File: config.mk
export PLATFORM = sky130hd
export DESIGN_NAME = dbrr_scan
export DESIGN_NICKNAME = d
export VERILOG_FILES = /design/src/sv/dbrr_pkg.sv /design/src/sv/dbrr_scan.sv
export SDC_FILE = /design/constraint.sdc
export NUM_CORES = 1
export LEC_CHECK = 0
export BUFFER_PORTS_ARGS = -buffer_cell sky130_fd_sc_hd__buf_4
export CORE_MARGIN = 2
export CORE_UTILIZATION = 45
export DETAILED_ROUTE_END_ITERATION = 6
export GPL_TIMING_DRIVEN = 0
export PLACE_DENSITY_LB_ADDON = 0.05
export SLEW_MARGIN = 20
export SYNTH_ARGS = -nofsm -noshare
export SYNTH_HDL_FRONTEND = slang
export SYNTH_SLANG_ARGS = --single-unit
File: constraint.sdc
create_clock -name clk_i -period 2.48 [get_ports clk_i]
set_clock_uncertainty 0.05 [all_clocks]
set_input_delay 0.496 -clock clk_i [delete_from_list [all_inputs] [get_ports clk_i]]
set_output_delay 0.496 -clock clk_i [all_outputs]
set_load 0.01 [all_outputs]
File: src/sv/dbrr_pkg.sv
// Shared types, codes and constants for the round-robin doorbell slot engine.
package dbrr_pkg;

  localparam int SlotsCap      = 64;
  localparam int SlotW         = 6;
  localparam int SlotInW       = 7;
  localparam int CfgW          = 7;
  localparam int ValueW        = 64;
  localparam int NumGrp        = 8;
  localparam int GrpW          = 8;
  localparam int GrpIdxW       = 3;
  localparam int MaxSlotsDef   = 64;
  localparam int BlockBytesDef = 64;

  typedef enum logic [1:0] {
    CMD_WRITE   = 2'd0,
    CMD_READ    = 2'd1,
    CMD_SERVICE = 2'd2
  } cmd_e;

  typedef enum logic [1:0] {
    ST_OK      = 2'd0,
    ST_DROPPED = 2'd1,
    ST_NONE    = 2'd2
  } status_e;

  typedef struct packed {
    logic             found;
    logic [SlotW-1:0] slot;
  } scan_res_t;

endpackage

File: src/sv/dbrr_scan.sv
// Two-stage round-robin finder over the nonzero doorbell mask.
module dbrr_scan (
  input  logic                                clk_i,
  input  logic                                rst_ni,
  input  logic                                start_i,
  input  logic [dbrr_pkg::SlotsCap-1:0]       elig_i,
  input  logic [dbrr_pkg::SlotW-1:0]          first_i,
  output logic                                done_o,
  output dbrr_pkg::scan_res_t                 res_o
);

  logic [dbrr_pkg::NumGrp-1:0]                         hi_any_d, lo_any_d;
  logic [dbrr_pkg::NumGrp-1:0][dbrr_pkg::GrpIdxW-1:0]  hi_pos_d, lo_pos_d;
  logic [dbrr_pkg::NumGrp-1:0]                         hi_any_q, lo_any_q;
  logic [dbrr_pkg::NumGrp-1:0][dbrr_pkg::GrpIdxW-1:0]  hi_pos_q, lo_pos_q;
  logic                                                v1_q, done_q;
  logic [dbrr_pkg::GrpIdxW-1:0]                        hg, lg;
  dbrr_pkg::scan_res_t                                 res_d, res_q;

  always_comb begin
    hi_any_d = '0;
    lo_any_d = '0;
    hi_pos_d = '0;
    lo_pos_d = '0;
    for (int g = 0; g < dbrr_pkg::NumGrp; g++) begin
      for (int j = dbrr_pkg::GrpW - 1; j >= 0; j--) begin
        if (elig_i[g*dbrr_pkg::GrpW + j]) begin
          lo_any_d[g] = 1'b1;
          lo_pos_d[g] = dbrr_pkg::GrpIdxW'(j);
          if (dbrr_pkg::SlotW'(g*dbrr_pkg::GrpW + j) >= first_i) begin
            hi_any_d[g] = 1'b1;
            hi_pos_d[g] = dbrr_pkg::GrpIdxW'(j);
          end
        end
      end
    end
  end

  always_comb begin
    hg = '0;
    lg = '0;
    for (int g = dbrr_pkg::NumGrp - 1; g >= 0; g--) begin
      if (hi_any_q[g]) begin
        hg = dbrr_pkg::GrpIdxW'(g);
      end
      if (lo_any_q[g]) begin
        lg = dbrr_pkg::GrpIdxW'(g);
      end
    end
    res_d.found = (|hi_any_q) | (|lo_any_q);
    if (|hi_any_q) begin
      res_d.slot = {hg, hi_pos_q[hg]};
    end else if (|lo_any_q) begin
      res_d.slot = {lg, lo_pos_q[lg]};
    end else begin
      res_d.slot = '0;
    end
  end

  always_ff @(posedge clk_i or negedge rst_ni) begin
    if (!rst_ni) begin
      v1_q   <= 1'b0;
      done_q <= 1'b0;
    end else begin
      v1_q   <= start_i;
      done_q <= v1_q;
    end
  end

  always_ff @(posedge clk_i) begin
    if (start_i) begin
      hi_any_q <= hi_any_d;
      lo_any_q <= lo_any_d;
      hi_pos_q <= hi_pos_d;
      lo_pos_q <= lo_pos_d;
    end
    if (v1_q) begin
      res_q <= res_d;
    end
  end

  assign done_o = done_q;
  assign res_o  = res_q;

endmodule

Word-level counts from Yosys, hierarchy flattened
Cells that the tools add are included.

Flip-flop bits (word level): 73. Input bits: 73. Output and inout bits: 8. Logic and storage cells: 480.

Order comparisons: 66. Muxes and demuxes: 342. Bitwise gates (word level): 1. Reductions and logical operators: 26.

Operators with widths (number): 3-bit 2-to-1 mux (178); 6-bit greater-or-equal comparator (first input constant) (32); 1-bit 2-to-1 mux (144); 5-bit by 6-bit greater-or-equal comparator with 1-bit output (first input constant) (16); 7-bit OR reduction (8); 4-bit by 6-bit greater-or-equal comparator with 1-bit output (first input constant) (8); 2-bit 2-to-1 mux (16); 4-bit OR reduction (8); 3-bit by 6-bit greater-or-equal comparator with 1-bit output (first input constant) (4); 3-bit binary-select mux with 3-bit select (2); 2-bit OR reduction (8); 8-bit OR reduction (2); 1-bit by 6-bit greater-or-equal comparator with 1-bit output (first input constant) (2); 2-bit by 6-bit greater-or-equal comparator with 1-bit output (first input constant) (2); 6-bit 2-to-1 mux (2); 3-bit by 4-bit < comparator with 1-bit output (second input constant) (2); 1-bit bitwise OR (1).

Logic depth before layout (Yosys ltp)
Depth after elaboration: 17. Mapped depth: 8. Mapped depth without buffers: 6.

Worst setup path before layout
No wires, ideal clock.

Kind: reg2reg. From: reg lo_any_q[4] (netlist name). To: reg res_q, in the netlist res_o[1] (data pin). Library setup time: 0.261 ns. Data arrival time: 2.021 ns. Required time: 2.169 ns. Slack: 0.148 ns. Cell stages (with the launch flop): 8. Path buffers: 1. Period minus slack after synthesis: 2.332 ns. Cells stage by stage: edfxtp_1 or4_4 and2_1 buf_6 a22o_1 a32oi_1 o221ai_1 a311o_1.

RTL lines: start: declaration (RTL line dbrr_scan.sv:14) `logic [dbrr_pkg::NumGrp-1:0] hi_any_q, lo_any_q;`; start signal: assignment (RTL line dbrr_scan.sv:73) `lo_any_q <= lo_any_d;`; end signal: assignment (RTL line dbrr_scan.sv:78) `res_q <= res_d;`; end: declaration (RTL line dbrr_scan.sv:18) `dbrr_pkg::scan_res_t res_d, res_q;`.

==> metrics.txt <==
status=complete, no violations; number of distinct library cells after synthesis=49; worst hold path class=input pin to flop; Slew headroom=32.96%; worst reg2reg setup slack=0.08 ns; RR Startpoint=lo_any_q[7]$_SDFFCE_PP1P_; violation count after the first detailed-routing iteration=439; capture instance of the worst register-to-register path=res_o[1]$_DFFE_PP_; dominant delay contributor by cell family on the critical path=compound AO/OA/AOI/OAI gates; Antenna Nets Post-Route=0; leakage power=2.226 nW; standard cell core area=10,280 um^2; clock tree root buffer cell=sky130_fd_sc_hd__clkbuf_8; Layout area overhead=22.03%; largest buffer count on any clock path=2; highest-count cells in the layout ignoring fill and taps=88 x sky130_fd_sc_hd__buf_4, 71 x sky130_fd_sc_hd__edfxtp_1, 55 x sky130_fd_sc_hd__nand2_1; placed inst area=5494 um^2; Endpoint, Worst Hold=lo_pos_q[22]$_SDFFCE_PP0P_; CP Cell Sequence=or4_4, and2_1, buf_6, a22o_1, a32oi_1, o221ai_1, a311o_1; maximum vdd drop=0.2964 mV; nature of the critical path endpoint=flop; power per cell area=533.2 nW/um^2; via count of the first global-routing pass=4,488; CTS sink count=73; Post-synth EDFFs=71; standard-cell row count=37; effective utilization at floorplan=a little under half; count of synthesis-stage warnings from yosys=0; GRT Util Overall=28.24%; Tcrit/Tclk final=96.92%; Final Instance Area=5773 um^2; placement-stage worst setup slack=-0.2132 ns; I/O pin cnt=a little over 80; largest net degree at the start of global routing=66; first-pass GRT wire length=23,970 um; startpoint of the lowest-slack hold path=elig_i[56]; cell depth of the worst hold path=2; clock edge transition at the registers on the reported setup and hold paths=0.07 ns; compound-gate portion of the synthesized area=between 20 and 25%; required arrival time at the worst endpoint=2.51 ns; H-tree depth reported by CTS=3; average detailed-routed wire length per instance=19.47 um; last weighted congestion value of the routability-driven placer=between 0.9 and 1; Die Footprint=~11,000 um^2; number of slew-limit violations in the final report=0; Total Negative Setup Slacks=0 ns; master of the slowest instance on the critical path=sky130_fd_sc_hd__or4_4; commonest non-fill, non-tap cell in the layout=sky130_fd_sc_hd__buf_4; net count reported at finish=715; Final Hold Slack=0.4017 ns; area share of fa/ha/maj cells after synthesis=0%; multiplexer share of the synthesized area=between 1.5 and 2%; maximum fanout encountered on the critical timing path=6; arrival time of data at the critical path endpoint=2.44 ns; launching element type of the critical path=flop; Tmin final=2.404 ns; instance count on the critical path=7; number of antenna violations at the first check in global routing=0; total length of routed wires=roughly 15,000 um; Worst Setup Path Type=flop to flop; post-layout power=3.078 mW; top cell type's share of synthesized area=between 40% and 50%; net count after synthesis=around 620; ys flop type=sky130_fd_sc_hd__edfxtp_1; final routed DRC violation total=0; vias=4,731; instance count of the mapped netlist=542; max-capacitance violation count=0; wire length on met1=roughly 6900 um; cell type with the highest aggregate area in the netlist=sky130_fd_sc_hd__edfxtp_1; netlist area before placement=4731 um^2; main combinational cell family by area after synthesis=compound AO/OA/AOI/OAI gates; total buffers and inverters traversed by the critical path=1; Via density=6.042; Worst Setup Slack, final=around 0.076 ns; actual slew at the worst max-slew pin=between 0.9 and 1 ns; fraction of synthesized cell area in xor and xnor cells=0%; remaining global-route overflow=0; portion of the post-synthesis area used by sequential elements=roughly 46%; number of cell instances on the worst register-to-register path=7; Post-Synth Simple-Gate Area=~23%; Hold Fails Final Rpt=0; share of post-route cells with drive strength above 1=17.31%; count of endpoints failing setup in the final report=0; Top Metal Used=met4; delay of the slowest critical-path stage=0.56 ns; router iterations before antenna repair=5; routed length on met2=6725 um; Clock Latency Late Sink=0.34 ns; Synth async-reset ratio=about 2.7%; number of clock buffers inserted by TritonCTS=9; antenna cell count=0; register bit count reported by yosys=73; amount of wire on met3 after detailed routing=~1100 um; Avg Inst Size Synth=roughly 8.7 um^2; CTS tree=yes; die width=106.5 um; maximum clock frequency=0.4160 GHz; port bufs=79; leading cell types by total area after synthesis=sky130_fd_sc_hd__edfxtp_1 45%, sky130_fd_sc_hd__a21oi_1 5.4%, sky130_fd_sc_hd__o21ai_0 4.9%; DPL Wire Length=12,120 um; Chip Height=106.5 um
[synthesized netlist by cell type (6+ instances only)]
cell                        n
sky130_fd_sc_hd__a211oi_1   6
sky130_fd_sc_hd__a21o_1     6
sky130_fd_sc_hd__a21oi_1   51
sky130_fd_sc_hd__a31oi_1    8
sky130_fd_sc_hd__a32oi_1    6
sky130_fd_sc_hd__and2_1     8
sky130_fd_sc_hd__clkbuf_1  15
sky130_fd_sc_hd__edfxtp_1  71
sky130_fd_sc_hd__inv_1     32
sky130_fd_sc_hd__mux2i_1    8
sky130_fd_sc_hd__nand2_1   56
sky130_fd_sc_hd__nand3_1   17
sky130_fd_sc_hd__nor2_1    54
sky130_fd_sc_hd__nor2b_1   20
sky130_fd_sc_hd__nor3_1    30
sky130_fd_sc_hd__nor4_1    19
sky130_fd_sc_hd__o211ai_1   6
sky130_fd_sc_hd__o21a_1     6
sky130_fd_sc_hd__o21ai_0   46
sky130_fd_sc_hd__o21bai_1  12
[worst max path at each step]
| stage | start | slack (ns) | to |
|---|---|---|---|
| floorplan | lo_any_q[4]$_SDFFCE_PP1P_ | 0.15 | res_o[1]$_DFFE_PP_ |
| global placement | first_i[1] | -0.20 | hi_any_q[7]$_DFFE_PP_ |
| detailed placement | first_i[1] | -0.21 | hi_any_q[7]$_DFFE_PP_ |
| CTS | lo_any_q[7]$_SDFFCE_PP1P_ | 0.004 | res_o[1]$_DFFE_PP_ |
| global route | first_i[1] | -0.006 | hi_any_q[7]$_DFFE_PP_ |
| finish | lo_any_q[7]$_SDFFCE_PP1P_ | 0.08 | res_o[1]$_DFFE_PP_ |
[flip-flops by register name (all words and copies together) (netlist names)]
| signal | cells |
|---|---|
| lo_pos_q | 24 |
| lo_any_q | 8 |
| hi_any_q | 8 |
| hi_pos_q | 24 |
| done_o | 1 |
| res_o | 7 |
| v1_q | 1 |
[what timing repair did]
item / CTS / global route
setup endpoints to repair: 2 / 7
resized for setup: 1 / 5
pin swaps: 0 / 4
buffers inserted: 1 / 8
hold endpoints to repair: 2 / 0
hold buffers: 1 / 0
[metal layers]
layer  track usage, %  vias to the layer above
met4            11.97                        0
met2            43.82                      214
met3            4.047                       30
met1            39.58                     2241
met5                0                        -
li1                 -                     2246
[stage by stage]
step	std cells	util, %
2_1_floorplan	542	-
3_3_place_gp	757	53.46
3_5_place_dp	757	53.46
4_1_cts	775	55.49
5_1_grt	783	56.17
6_report	783	56.17
[cell type report]
| type | instances | area (um^2) |
|---|---|---|
| inverter | 32 | 120.1 |
| sequential | 73 | 2182 |
| multi-input combinational | 419 | 2364 |
| clock buffer | 13 | 148.9 |
| buffer | 18 | 77.57 |
| fill | 967 | 4504 |
| clock inverter | 3 | 40.04 |
| tap | 136 | 170.2 |
| timing repair buffer | 89 | 670.6 |
[power by group]
part / switching (mW) / internal (mW)
Combinational: 0.400 / 0.276
Sequential: 0.0497 / 1.48
Clock: 0.385 / 0.490
Total: 0.834 / 2.24
[cell families after synthesis]
family	count (synthesis)
mux	9
compound gates	185
simple gates	225
buf+inv	50
flops	73
(Power assumes the default switching activity.)
