<file path="config.mk">
export PLATFORM = sky130hd
export DESIGN_NAME = dbrr_mul
export DESIGN_NICKNAME = d
export VERILOG_FILES = /design/src/sv/dbrr_pkg.sv /design/src/sv/dbrr_mul.sv
export SDC_FILE = /design/constraint.sdc
export NUM_CORES = 1
export LEC_CHECK = 0
export ABC_AREA = 1
export BUFFER_PORTS_ARGS = -buffer_cell sky130_fd_sc_hd__buf_2
export CORE_MARGIN = 2
export CORE_UTILIZATION = 58
export DETAILED_ROUTE_END_ITERATION = 12
export PLACE_DENSITY_LB_ADDON = 0.1
export SYNTH_ARGS = -nofsm -noshare
export SYNTH_HDL_FRONTEND = slang
export SYNTH_SLANG_ARGS = --single-unit
export TNS_END_PERCENT = 5
</file>
<file path="constraint.sdc">
create_clock -name clk_i -period 12.7 [get_ports clk_i]
set_input_delay 1.905 -clock clk_i [delete_from_list [all_inputs] [get_ports clk_i]]
set_output_delay 1.905 -clock clk_i [all_outputs]
set_load 0.02 [all_outputs]
</file>
<file path="src/sv/dbrr_pkg.sv">
// Shared types, codes and constants for the round-robin doorbell slot engine.
package dbrr_pkg;

  localparam int SlotsCap      = 64;
  localparam int SlotW         = 6;
  localparam int SlotInW       = 7;
  localparam int CfgW          = 7;
  localparam int ValueW        = 64;
  localparam int NumGrp        = 8;
  localparam int GrpW          = 8;
  localparam int GrpIdxW       = 3;
  localparam int MaxSlotsDef   = 64;
  localparam int BlockBytesDef = 64;

  typedef enum logic [1:0] {
    CMD_WRITE   = 2'd0,
    CMD_READ    = 2'd1,
    CMD_SERVICE = 2'd2
  } cmd_e;

  typedef enum logic [1:0] {
    ST_OK      = 2'd0,
    ST_DROPPED = 2'd1,
    ST_NONE    = 2'd2
  } status_e;

  typedef struct packed {
    logic             found;
    logic [SlotW-1:0] slot;
  } scan_res_t;

endpackage

</file>
<file path="src/sv/dbrr_mul.sv">
// Saturating byte count: block count times block size in low-half, high-half and sum phases.
module dbrr_mul #(
  parameter int BLOCK_BYTES = dbrr_pkg::BlockBytesDef
) (
  input  logic                        clk_i,
  input  logic                        rst_ni,
  input  logic                        start_i,
  input  logic [dbrr_pkg::ValueW-1:0] blocks_i,
  output logic                        done_o,
  output logic [dbrr_pkg::ValueW-1:0] bytes_o
);

  localparam int BbW  = $clog2(BLOCK_BYTES + 1);
  localparam int PpW  = 32 + BbW;
  localparam int SumW = 65 + BbW;
  localparam logic [BbW-1:0] Bb = BbW'(BLOCK_BYTES);

  typedef enum logic [2:0] {
    PH_LO  = 3'b001,
    PH_HI  = 3'b010,
    PH_SUM = 3'b100
  } phase_e;

  logic                        busy_q, done_q;
  phase_e                      ph_q;
  logic [dbrr_pkg::ValueW-1:0] blocks_q, bytes_q;
  logic [PpW-1:0]              pp_lo_q, pp_hi_q, prod;
  logic [31:0]                 mult_a;
  logic [SumW-1:0]             sum;

  assign mult_a = (ph_q == PH_LO) ? blocks_q[31:0] : blocks_q[63:32];
  assign prod   = PpW'(mult_a) * PpW'(Bb);
  assign sum    = (SumW'(pp_hi_q) << 32) + SumW'(pp_lo_q);

  always_ff @(posedge clk_i or negedge rst_ni) begin
    if (!rst_ni) begin
      busy_q <= 1'b0;
      done_q <= 1'b0;
      ph_q   <= PH_LO;
    end else begin
      done_q <= 1'b0;
      if (start_i) begin
        busy_q <= 1'b1;
        ph_q   <= PH_LO;
      end else if (busy_q) begin
        unique case (ph_q)
          PH_LO:   ph_q <= PH_HI;
          PH_HI:   ph_q <= PH_SUM;
          default: begin
            busy_q <= 1'b0;
            done_q <= 1'b1;
          end
        endcase
      end
    end
  end

  always_ff @(posedge clk_i) begin
    if (start_i) begin
      blocks_q <= blocks_i;
    end else if (busy_q) begin
      unique case (ph_q)
        PH_LO:   pp_lo_q <= prod;
        PH_HI:   pp_hi_q <= prod;
        default: bytes_q <= (|sum[SumW-1:64]) ? '1 : sum[63:0];
      endcase
    end
  end

  assign done_o  = done_q;
  assign bytes_o = bytes_q;

endmodule

</file>
Word level (Yosys, flattened, before mapping)
Cells that the tools add are included.
{"block": "totals", "reg_bits": 197, "input_bits": 67, "word_cells": 30}
{"block": "op_classes", "addsub": 1, "n_eq_ne": 2, "mux": 10, "n_bitwise": 2, "n_reduce_logical": 8}
{"cell": "70-bit by 38-bit adder with 71-bit output", "n": 1}
{"cell": "32-bit two-way mux", "n": 1}
{"cell": "3-bit AND reduction", "n": 3}
{"cell": "8-bit OR reduction", "n": 1}
{"cell": "1-bit two-way mux", "n": 6}
{"cell": "3-bit two-way mux", "n": 2}
{"cell": "3-bit one-hot mux with 2 select lines", "n": 1}
{"cell": "3-bit by 1-bit equality test with 1-bit output (second input constant)", "n": 1}
{"cell": "3-bit by 2-bit equality test with 1-bit output (second input constant)", "n": 1}
{"cell": "3-bit nonzero test", "n": 1}
{"cell": "1-bit inverter", "n": 2}
{"cell": "2-bit AND reduction", "n": 1}
{"cell": "2-bit nonzero test", "n": 1}
{"cell": "2-bit OR reduction", "n": 1}

Depth between registers and ports, before layout
Gate-level depths: netlist of run 1.
{"block": "depth", "word_depth": 5, "ltp_mapped": 6, "mapped_depth_nobuf": 6}

Worst setup path before layout of run 1
OpenSTA, ideal clock, no wires.
{"block": "synth_path", "path_kind": "input to register", "startpoint": "in start_i", "endpoint": "reg bytes_q (netlist bit bytes_o[10]), enable pin", "t_arrival_ps": 6028, "required_time_ps": 12151, "slack_ps": 6123, "cell_stages": 1, "n_path_buf": 0, "path_cell_list": "nor3_1"}
{"block": "synth_between", "elab_chain_len": 2}
{"element": "from (decl)", "line_no": "dbrr_mul.sv:7", "rtl": "input logic start_i,"}
{"element": "1-bit inverter (no line)"}
{"element": "3-bit AND reduction (no line)"}
{"element": "to (signal assigned)", "line_no": "dbrr_mul.sv:65", "rtl": "default: bytes_q <= (|sum[SumW-1:64]) ? '1 : sum[63:0];"}
{"element": "to (decl)", "line_no": "dbrr_mul.sv:26", "rtl": "logic [dbrr_pkg::ValueW-1:0] blocks_q, bytes_q;"}
Every way passes these cells.
A chain may end at the register's enable or synchronous reset.

Worst setup path in the final report of run 1
{"block": "layout_path", "startpoint": "in start_i", "endpoint": "reg bytes_q (netlist bit bytes_o[57]), enable pin"}
The elaborated chain is that of the path after synthesis.

==> results.yml, run 1 <==
status:
  outcome: "finished clean"
hold_path:
  worstHoldPathCells: 1
  whs_endpoint: "bytes_o[55]$_SDFFCE_PP1P_"
  hold_class: "register to register"
  hold_start: "pp_hi_q[23]$_DFFE_PP_"
pwr:
  p_leak_uw: 0.00283
  power_uw: 1400
  power.density_mw_per_mm2: 173
  ir_worst_vdd_mv: 0.138
sta:
  grt_setup_unrepaired: "false"
  hold_violations: 0
  setup_violations: 0
  slew_headroom_pct: 44.0
  slew_violations: 0
  tightest_slew_ns: 0.840
  timing.setup.tns_ns: 0
  max_freq_ghz: 0.304
  skew_ns: 0.00785
  fin_crit_sh_pct: 25.9
  period_needed_ns: 3.29
worst_setup_path:
  rr_startpoint: "ph_q[1]$_DFFE_PN0P_"
  r2r_cells: 6
  worstReg2RegEnd: "bytes_o[57]$_SDFFCE_PP1P_"
  critPathBufInv: 3
  cp-end-kind: "register"
  path_common_cell: "buf_4"
  slowest_delay_ns: 0.62
  cp.arrival_ns: 3.33
  worstPathRequired_ns: 12.75
  timing.reg2reg.setup_slack_ns: 10.51
  cp-start-kind: "primary input"
  slowest_stage: "buf_4"
  path_class: "primary input to register"
  critical_path.top_delay_family: "buffers and inverters"
  crit_chain: "buf_2, buf_4, nor3_2, buf_4"
  critPathMaxFanout: 68
floorplan:
  num_rows: 39
  die-height_um: 111
  start_util_pct: 59.1
  die_area_sq_mm: 0.0124
  io_pins: 132
  core_area_sq_mm: 0.0113
  die_x_um: 111
layout:
  fin_nets: 595
  area_growth_syn_to_layout_pct: 20.9
  drive_gt1_share_pct: 40.7
  n_antenna_cell: 0
logic_synthesis:
  synth_top_area_cell: "edfxtp_1"
  syn_nets: 457
  synth_top_area_share_pct: 83.9
  synth_area_leaders: "edfxtp_1 (84%), nand2_1 (5.7%), or2_2 (4.5%)"
  yosysWarnings: 0
  syn_area_sq_mm: 0.00669
  syn_avg_cell_area_sq_um: 17.2
  synth_cell_types: 18
  seq_area_frac_synth_pct: 85.8
  netlist_instances: 390
  synth_seq_cells: 192
routing:
  totalWireLength_um: 10100
  route.vias.total: 3342
  drc: 0
  wl_per_cell_um: 14.8
  drtAntennaViolNets: 0
  drt-vias-per-instance: 4.89
  dr.pass1.iters: 4
  drt_iter0_markers: 175
flow_run:
  cap_violations: 0
global_route:
  grt_overflow_total: 0
  grt_max_degree: 69
  grt_pass1_vias: 3218
  grt_usage_pct: 17.4
  grt_pass1_wl_um: 16100
  antenna_found_initial: 0
clock_tree:
  cts_tree: "done"
  clock-sinks: 192
  cts_hold_buf: 0
  cts_setup_buffers: 0
  clk_latency_ns: 0.42
  clockRootBuffer: "clkbuf_16"
  cts_resized: 0
  cts.htree.levels: 4
  numCtsBuffers: 17
  clk_pin_slew_worst_paths_ns: 0.06
  clock_path_buffers: 2
place:
  gp_routability_congestion: 0.746
  io_buffers: 131
  hpwl_um: 6300
## per-stage QoR
| step | cell area, sq um | setup WS [ns] | std cells | util, % | hold WS, ns |
|---|---|---|---|---|---|
| after floorplan | 6690 | 6.12 | 390 | - | 0.471 |
| after global placement | 7470 | 9.05 | 652 | 66.0 | 0.482 |
| after detailed placement | 7470 | 8.96 | 652 | 66.0 | 0.486 |
| after CTS | 8090 | 9.40 | 683 | 71.5 | 0.500 |
| after global routing | 8090 | 9.25 | 683 | 71.5 | 0.514 |
| final | 8090 | 9.41 | 683 | 71.5 | 0.497 |
## placed cells by master (no fill, tap or decap)
cell type | synthesis | layout
clkbuf_16 | 0 | 17
edfxtp_1 | 187 | 187
clkinv_4 | 0 | 4
clkbuf_1 | 6 | 1
nand3_2 | 2 | 2
clkinv_1 | 0 | 1
clkinvlp_4 | 0 | 2
buf_2 | 3 | 131
or2_2 | 48 | 48
nor3_2 | 0 | 2
clkinv_2 | 0 | 1
nor2_1 | 2 | 2
nand3_1 | 5 | 5
or2_1 | 10 | 10
nor3_1 | 3 | 1
nand2_1 | 102 | 102
buf_4 | 5 | 5
dfstp_2 | 1 | 1
inv_6 | 0 | 1
inv_2 | 1 | 1
inv_1 | 7 | 7
bufinv_16 | 0 | 4
nor2_2 | 1 | 1
dfrtp_1 | 4 | 4
## worst register-to-register path: stages, from the launching register on
cell     delay (ns)
dfrtp_1        0.38
inv_1          0.06
nand3_2        0.07
buf_4          0.34
nand2_1        0.17
nor3_2         0.15
buf_4          0.63
## sequential cells by signal, summed over array words and instances, names as in the netlist
signal    flops
done_o        1
busy_q        1
pp_hi_q      32
ph_q          3
bytes_o      59
blocks_q     64
pp_lo_q      32
## layout make-up
type	instances	area, sq um
clock buffer	18	429
clock inverter	13	188
fill	734	3230
inverter	8	30.0
multi-input combinational	173	830
sequential	192	5740
tap	143	179
timing repair buffer	136	693
## how the worst max path moves through the flow
stage	start	end	slack [ns]	cells after the start
final	start_i	bytes_o[57]$_SDFFCE_PP1P_	9.41	4
after CTS	start_i	pp_lo_q[23]$_DFFE_PP_	9.40	6
after detailed placement	start_i	pp_lo_q[19]$_DFFE_PP_	8.96	6
after global placement	start_i	pp_lo_q[19]$_DFFE_PP_	9.05	6
after global routing	start_i	pp_lo_q[18]$_DFFE_PP_	9.25	6
after floorplan	start_i	bytes_o[10]$_SDFFCE_PP1P_	6.12	1
## report_power, final
group	total (uW)	internal (uW)	switching [uW]
clock	543	329	214
combinational	97.0	25.1	71.9
sequential	764	754	9.57
## kinds of logic after synthesis
group                  Yosys count  share of synthesized area (%)
flip-flops                     192                           85.8
AND/OR/NAND/NOR                173                           12.2
buffers and inverters           25                           1.98
## cell usage after synthesis, drive strengths merged
cell type  instances
nor2               3
or2               58
edfxtp           187
dfstp              1
nor3               3
nand3              7
nand2            102
inv                8
dfrtp              4
buf               10
clkbuf             7
## per-layer routing
layer	global-route usage, %	share of wire [%]	vias up
met5	0	0	-
met4	7.49	1.8	0
met3	5.55	5.3	13
met2	28.5	52	104
met1	21.9	41	1582
li1	-	-	1643
Power figures use the tool's default switching activity.
==> inputs of run 2 (changes only) <==
--- a/config.mk
+++ b/config.mk
@@ -8,7 +8,7 @@
 export ABC_AREA = 1
 export BUFFER_PORTS_ARGS = -buffer_cell sky130_fd_sc_hd__buf_2
 export CORE_MARGIN = 2
-export CORE_UTILIZATION = 58
+export CORE_UTILIZATION = 54
 export DETAILED_ROUTE_END_ITERATION = 12
 export PLACE_DENSITY_LB_ADDON = 0.1
 export SYNTH_ARGS = -nofsm -noshare
==> constraint.sdc (replaced) <==
create_clock -name clk_i -period 3.4 [get_ports clk_i]
set_input_delay 0.51 -clock clk_i [delete_from_list [all_inputs] [get_ports clk_i]]
set_output_delay 0.51 -clock clk_i [all_outputs]
set_load 0.02 [all_outputs]
==> results.yml, run 2 (synthesized netlist as in run 1, its figures left out) <==
status:
  outcome: "finished clean"
floorplan:
  die-height_um: 115
  start_util_pct: 55.5
  io_pins: 132
  die_area_sq_mm: 0.0133
  num_rows: 40
  core_area_sq_mm: 0.0121
  die_x_um: 115
place:
  place_ws_ns: 1.21
  gp_routability_congestion: 0.714
  hpwl_um: 6490
  io_buffers: 131
routing:
  totalWireLength_um: 10400
  wl_per_cell_um: 14.6
  drt-vias-per-instance: 4.74
  drtAntennaViolNets: 0
  drc: 0
  dr.pass1.iters: 5
  route.vias.total: 3374
  drt_iter0_markers: 213
worst_setup_path:
  worstPathRequired_ns: 3.50
  setup.worst_path.start: "ph_q[0]$_DFFE_PN1P_"
  cp-start-kind: "register"
  cp.arrival_ns: 2.20
  path_class: "register to register"
  rr_startpoint: "ph_q[0]$_DFFE_PN1P_"
  cp-end-kind: "register"
  critPathMaxFanout: 21
sta:
  finalWorstSetupSlack_ns: 1.29
  skew_ns: 0.00453
  timing.setup.tns_ns: 0
  max_freq_ghz: 0.474
  tightest_slew_ns: 0.819
  grt_setup_unrepaired: "false"
  fin_crit_sh_pct: 62.0
  setup_violations: 0
  slew_violations: 0
  slew_headroom_pct: 45.3
  worst_hold_slack_ns: 0.256
  hold_violations: 0
  period_needed_ns: 2.11
layout:
  largest_reg_flops: 64
  area_growth_syn_to_layout_pct: 21.5
  fin_nets: 598
  n_antenna_cell: 0
  final_common_cell: "edfxtp_1"
  drive_gt1_share_pct: 40.3
  final_util_pct: 67.4
  mostFrequentLayoutCells: "edfxtp_1 (187), buf_2 (131), nand2_1 (102), or2_2 (48), clkbuf_16 (17)"
  top_register: "blocks_q"
global_route:
  grt.busiest_layer: "met2"
  grt_overflow_total: 0
  grt_max_degree: 60
  use_met1_pct: 19.8
  grt_usage_pct: 16.7
  grt_pass1_vias: 3237
  met2_usage_pct: 27.9
  use_met3_pct: 4.85
  antenna_found_initial: 0
  grt_pass1_wl_um: 15800
clock_tree:
  clock-sinks: 192
  clockRootBuffer: "clkbuf_16"
  cts.htree.levels: 4
  cts_setup_buffers: 0
  cts_hold_buf: 1
  numCtsBuffers: 17
  clock_path_buffers: 2
  clk_latency_ns: 0.42
  cts_tree: "done"
  clk_pin_slew_worst_paths_ns: 0.06
  cts_resized: 0
pwr:
  p_leak_uw: 0.00283
  ir_worst_vdd_mv: 0.296
  clkPwrFrac_pct: 38.2
  power_frac_comb_pct: 7.2
  p_sw_share_pct: 20.9
  p_switching_uw: 1090
  power.internal_uw: 4130
  power.density_mw_per_mm2: 641
  power_uw: 5220
  p_seq_share_pct: 54.6
hold_path:
  hold_class: "primary input to register"
  hold_start: "blocks_i[38]"
flow_run:
  cap_violations: 0
==> run 2: worst paths after layout <==
kind                                             end  slack [ns]  cells after the start
max in group asynchronous        ph_q[0]$_DFFE_PN1P_        2.77                      2
hold reg to reg            bytes_o[46]$_SDFFCE_PP1P_        0.50                      1
min in group asynchronous           done_o$_DFF_PN0_        0.42                      2
hold / removal                blocks_q[38]$_DFFE_PP_        0.26                      1
setup / recovery               pp_lo_q[29]$_DFFE_PP_        1.29                      5
setup reg to reg               pp_lo_q[29]$_DFFE_PP_        1.29                      5
==> run 2: final cells by class <==
cell class | count | area [sq um]
clock buffer | 17 | 425
clock inverter | 15 | 174
fill | 815 | 3930
inverter | 8 | 30.0
multi-input combinational | 173 | 836
sequential | 192 | 5740
tap | 168 | 210
timing repair buffer | 139 | 718
==> run 2: through the flow <==
stage | cells | cell area, sq um
2_1_floorplan | 390 | 6710
3_3_place_gp | 679 | 7530
3_5_place_dp | 679 | 7530
4_1_cts | 712 | 8140
5_1_grt | 712 | 8140
6_report | 712 | 8140
==> run 2: power by group through the flow <==
stage / Combinational [uW] / Clock, uW / Sequential [uW]
2_1_floorplan: 214 / 0 / 2910
3_3_place_gp: 367 / 0 / 2890
3_5_place_dp: 379 / 0 / 2900
4_1_cts: 383 / 2020 / 2850
5_1_grt: 427 / 2110 / 2860
6_report: 376 / 1990 / 2850
==> run 2: critical path, stage by stage (launching register included) <==
cell and delay, ns:
dfstp_2 0.55, nand3_2 0.32, inv_2 0.14, nand3_1 0.10, clkinv_1 0.28, buf_4 0.37
==> run 2: per-layer routing <==
layer	vias up	part of all wire, %
met1	1580	40
met2	127	52
li1	1643	-
met3	24	6.3
met5	-	0
met4	0	2.4
==> inputs of run 3 (changes only) <==
--- a/config.mk
+++ b/config.mk
@@ -5,7 +5,7 @@
 export SDC_FILE = /design/constraint.sdc
 export NUM_CORES = 1
 export LEC_CHECK = 0
-export ABC_AREA = 1
+export ABC_AREA = 0
 export BUFFER_PORTS_ARGS = -buffer_cell sky130_fd_sc_hd__buf_2
 export CORE_MARGIN = 2
 export CORE_UTILIZATION = 54
==> constraint.sdc (replaced) <==
create_clock -name clk_i -period 2 [get_ports clk_i]
set_input_delay 0.3 -clock clk_i [delete_from_list [all_inputs] [get_ports clk_i]]
set_output_delay 0.3 -clock clk_i [all_outputs]
set_load 0.02 [all_outputs]
==> results.yml, run 3 <==
logic_synthesis:
  synth_area_leaders: "edfxtp_1 (84%), mux2_2 (4.9%), or2_2 (4.5%)"
  synth_seq_cells: 192
  yosysWarnings: 0
  syn_nets: 383
  netlist_instances: 316
  yosys-top-cells-count: "edfxtp_1 (187), or2_2 (48), mux2_2 (29)"
  syn_avg_cell_area_sq_um: 21.1
  syn_area_sq_mm: 0.00668
  synth_async_sr_flop_share_pct: 2.60
  synth_top_area_share_pct: 84.0
  synth_top_area_cell: "edfxtp_1"
  seq_area_frac_synth_pct: 85.9
  synth_cell_types: 23
  synth_most_common_cell: "edfxtp_1"
  synth_edf_count: 187
  synth_flop_cell: "edfxtp_1"
sta:
  fin_crit_sh_pct: 91.1
  period_needed_ns: 1.82
  hold_violations: 0
  skew_ns: 0.00749
  worst_hold_slack_ns: 0.0488
  max_freq_ghz: 0.549
  finalWorstSetupSlack_ns: 0.178
  slew_violations: 0
  tightest_slew_ns: 0.829
  grt_setup_unrepaired: "false"
  slew_headroom_pct: 44.7
  setup_violations: 0
global_route:
  grt_overflow_total: 0
  grt_max_degree: 67
  grt_pass1_wl_um: 15900
  grt_pass1_vias: 3150
  grt_usage_pct: 16.9
  antenna_found_initial: 3
worst_setup_path:
  crit_cells: 4
  path_class: "register to register"
  timing.reg2reg.setup_slack_ns: 0.18
  cp-start-kind: "register"
  critPathBufInv: 2
  setup.worst_path.start: "ph_q[0]$_DFFE_PN1P_"
  worstPathRequired_ns: 2.17
  cp.arrival_ns: 1.99
  critical_path.top_delay_family: "flip-flops"
  critPathMaxFanout: 16
  rr_startpoint: "ph_q[0]$_DFFE_PN1P_"
  worstReg2RegEnd: "pp_lo_q[20]$_DFFE_PP_"
  r2r_cells: 4
  cp-end-kind: "register"
  cp-endpoint: "pp_lo_q[20]$_DFFE_PP_"
  crit_chain: "inv_2, nor3_4, buf_4, mux2_2"
  slowest_stage: "dfstp_2"
  slowest_delay_ns: 0.60
layout:
  final_area_sq_mm: 0.00820
  final.fill_count: 798
  drive_gt1_share_pct: 54.2
  final_common_cell: "edfxtp_1"
  fin_nets: 533
  mostFrequentLayoutCells: "edfxtp_1 (187), buf_2 (131), or2_2 (48), mux2_2 (29), clkbuf_16 (17)"
  finalNonFillerCells: 648
  area_growth_syn_to_layout_pct: 22.7
  largest_reg_flops: 64
  top_register: "blocks_q"
hold_path:
  hold_class: "primary input to register"
floorplan:
  core_area_sq_mm: 0.0121
  die-height_um: 115
  die_x_um: 115
  start_util_pct: 55.4
  num_rows: 40
  io_pins: 132
  die_area_sq_mm: 0.0133
pwr:
  p_seq_share_pct: 54.5
  p_sw_share_pct: 22.2
  power.internal_uw: 7160
  p_leak_uw: 0.00264
  p_switching_uw: 2040
  power_uw: 9200
  clkPwrFrac_pct: 35.0
  power_frac_comb_pct: 10.6
  power.density_mw_per_mm2: 1120
  ir_worst_vdd_mv: 0.656
clock_tree:
  cts_tree: "done"
  cts_resized: 0
  clock_path_buffers: 2
  clock-sinks: 192
  cts.htree.levels: 4
  numCtsBuffers: 17
  clk_pin_slew_worst_paths_ns: 0.07
  clk_latency_ns: 0.42
  clockRootBuffer: "clkbuf_16"
place:
  gp_routability_congestion: 0.711
  dp.cells: 614
  place_area_sq_mm: 0.00761
  io_buffers: 131
  place_ws_ns: 0.167
  hpwl_um: 6780
routing:
  drt-vias-per-instance: 4.86
  drt_iter0_markers: 152
  wl_per_cell_um: 16.1
  drc: 0
  route.vias.total: 3149
  dr.pass1.iters: 4
  totalWireLength_um: 10400
  drtAntennaViolNets: 0
flow_run:
  cap_violations: 0
status:
  outcome: "finished clean"
run 3: cell count changes after synthesis, sizes merged, moves of 6 or more:
| cell | previous run | this run |
|---|---|---|
| inv | 8 | 2 |
| mux2 | 0 | 32 |
| nand2 | 102 | 2 |
| nand3 | 7 | 0 |
run 3: routing by layer:
metal,vias to the layer above,global-route usage (%),wire [um],part of all wire [%]
met4,2,8.19,169,1.6
met3,17,5.48,644,6.2
met2,109,29.1,5500,53
li1,1484,-,-,-
met1,1537,19.2,4120,39
met5,-,0,13,0.12
run 3: cell type report:
type,instances,area (sq um),area share (%)
inverters,2,7.51,0.0916
flip-flops and latches,192,5740,70.1
clock inverters,12,139,1.69
multi-input cells,108,883,10.8
diodes,2,5.00,0.0611
repair buffers,145,776,9.46
well taps,168,210,2.56
clock buffers,19,433,5.28
run 3: cells by family (layout without fill, tap and decap cells):
group                     after synthesis  in the layout  share of synthesized area [%]
and+or+nand+nor                        71             71                           6.57
buffers and inverters                  16            178                           1.55
DFF                                   192            192                           85.9
other                                   0              2                              0
muxes                                  33             33                           5.54
xor gates and xnor gates                1              1                          0.131
AOI/OAI and AO/OA                       3              3                          0.262
run 3: how the worst min path moves through the flow:
stage / slack, ns / from / cells after the start / to
2_1_floorplan: 0.004 / rst_ni / 0 / busy_q$_DFF_PN0_
3_3_place_gp: 0.12 / rst_ni / 1 / done_o$_DFF_PN0_
3_5_place_dp: 0.12 / rst_ni / 1 / done_o$_DFF_PN0_
4_1_cts: 0.03 / blocks_i[45] / 1 / blocks_q[45]$_DFFE_PP_
5_1_grt: 0.03 / blocks_i[35] / 1 / blocks_q[35]$_DFFE_PP_
6_report: 0.05 / blocks_i[3] / 1 / blocks_q[3]$_DFFE_PP_
run 3: power groups by stage:
stage	logic (uW)	clock network, uW	registers, uW
final	972	3220	5010
after global routing	1060	3440	5040
after CTS	994	3280	5020
after detailed placement	986	0	5100
after global placement	947	0	5090
after floorplan	630	0	5110
run 3: repair_timing:
action	in CTS	in global routing
setup endpoints to repair	0	0
setup buffers	0	0
hold buffers	1	0
endpoints found under the hold margin	5	0
run 3: per-stage QoR:
step / util, % / setup TNS [ns]
2_1_floorplan: - / -12.03
3_3_place_gp: 63.1 / 0
3_5_place_dp: 63.1 / 0
4_1_cts: 67.9 / 0
5_1_grt: 67.9 / 0
6_report: 68.0 / 0
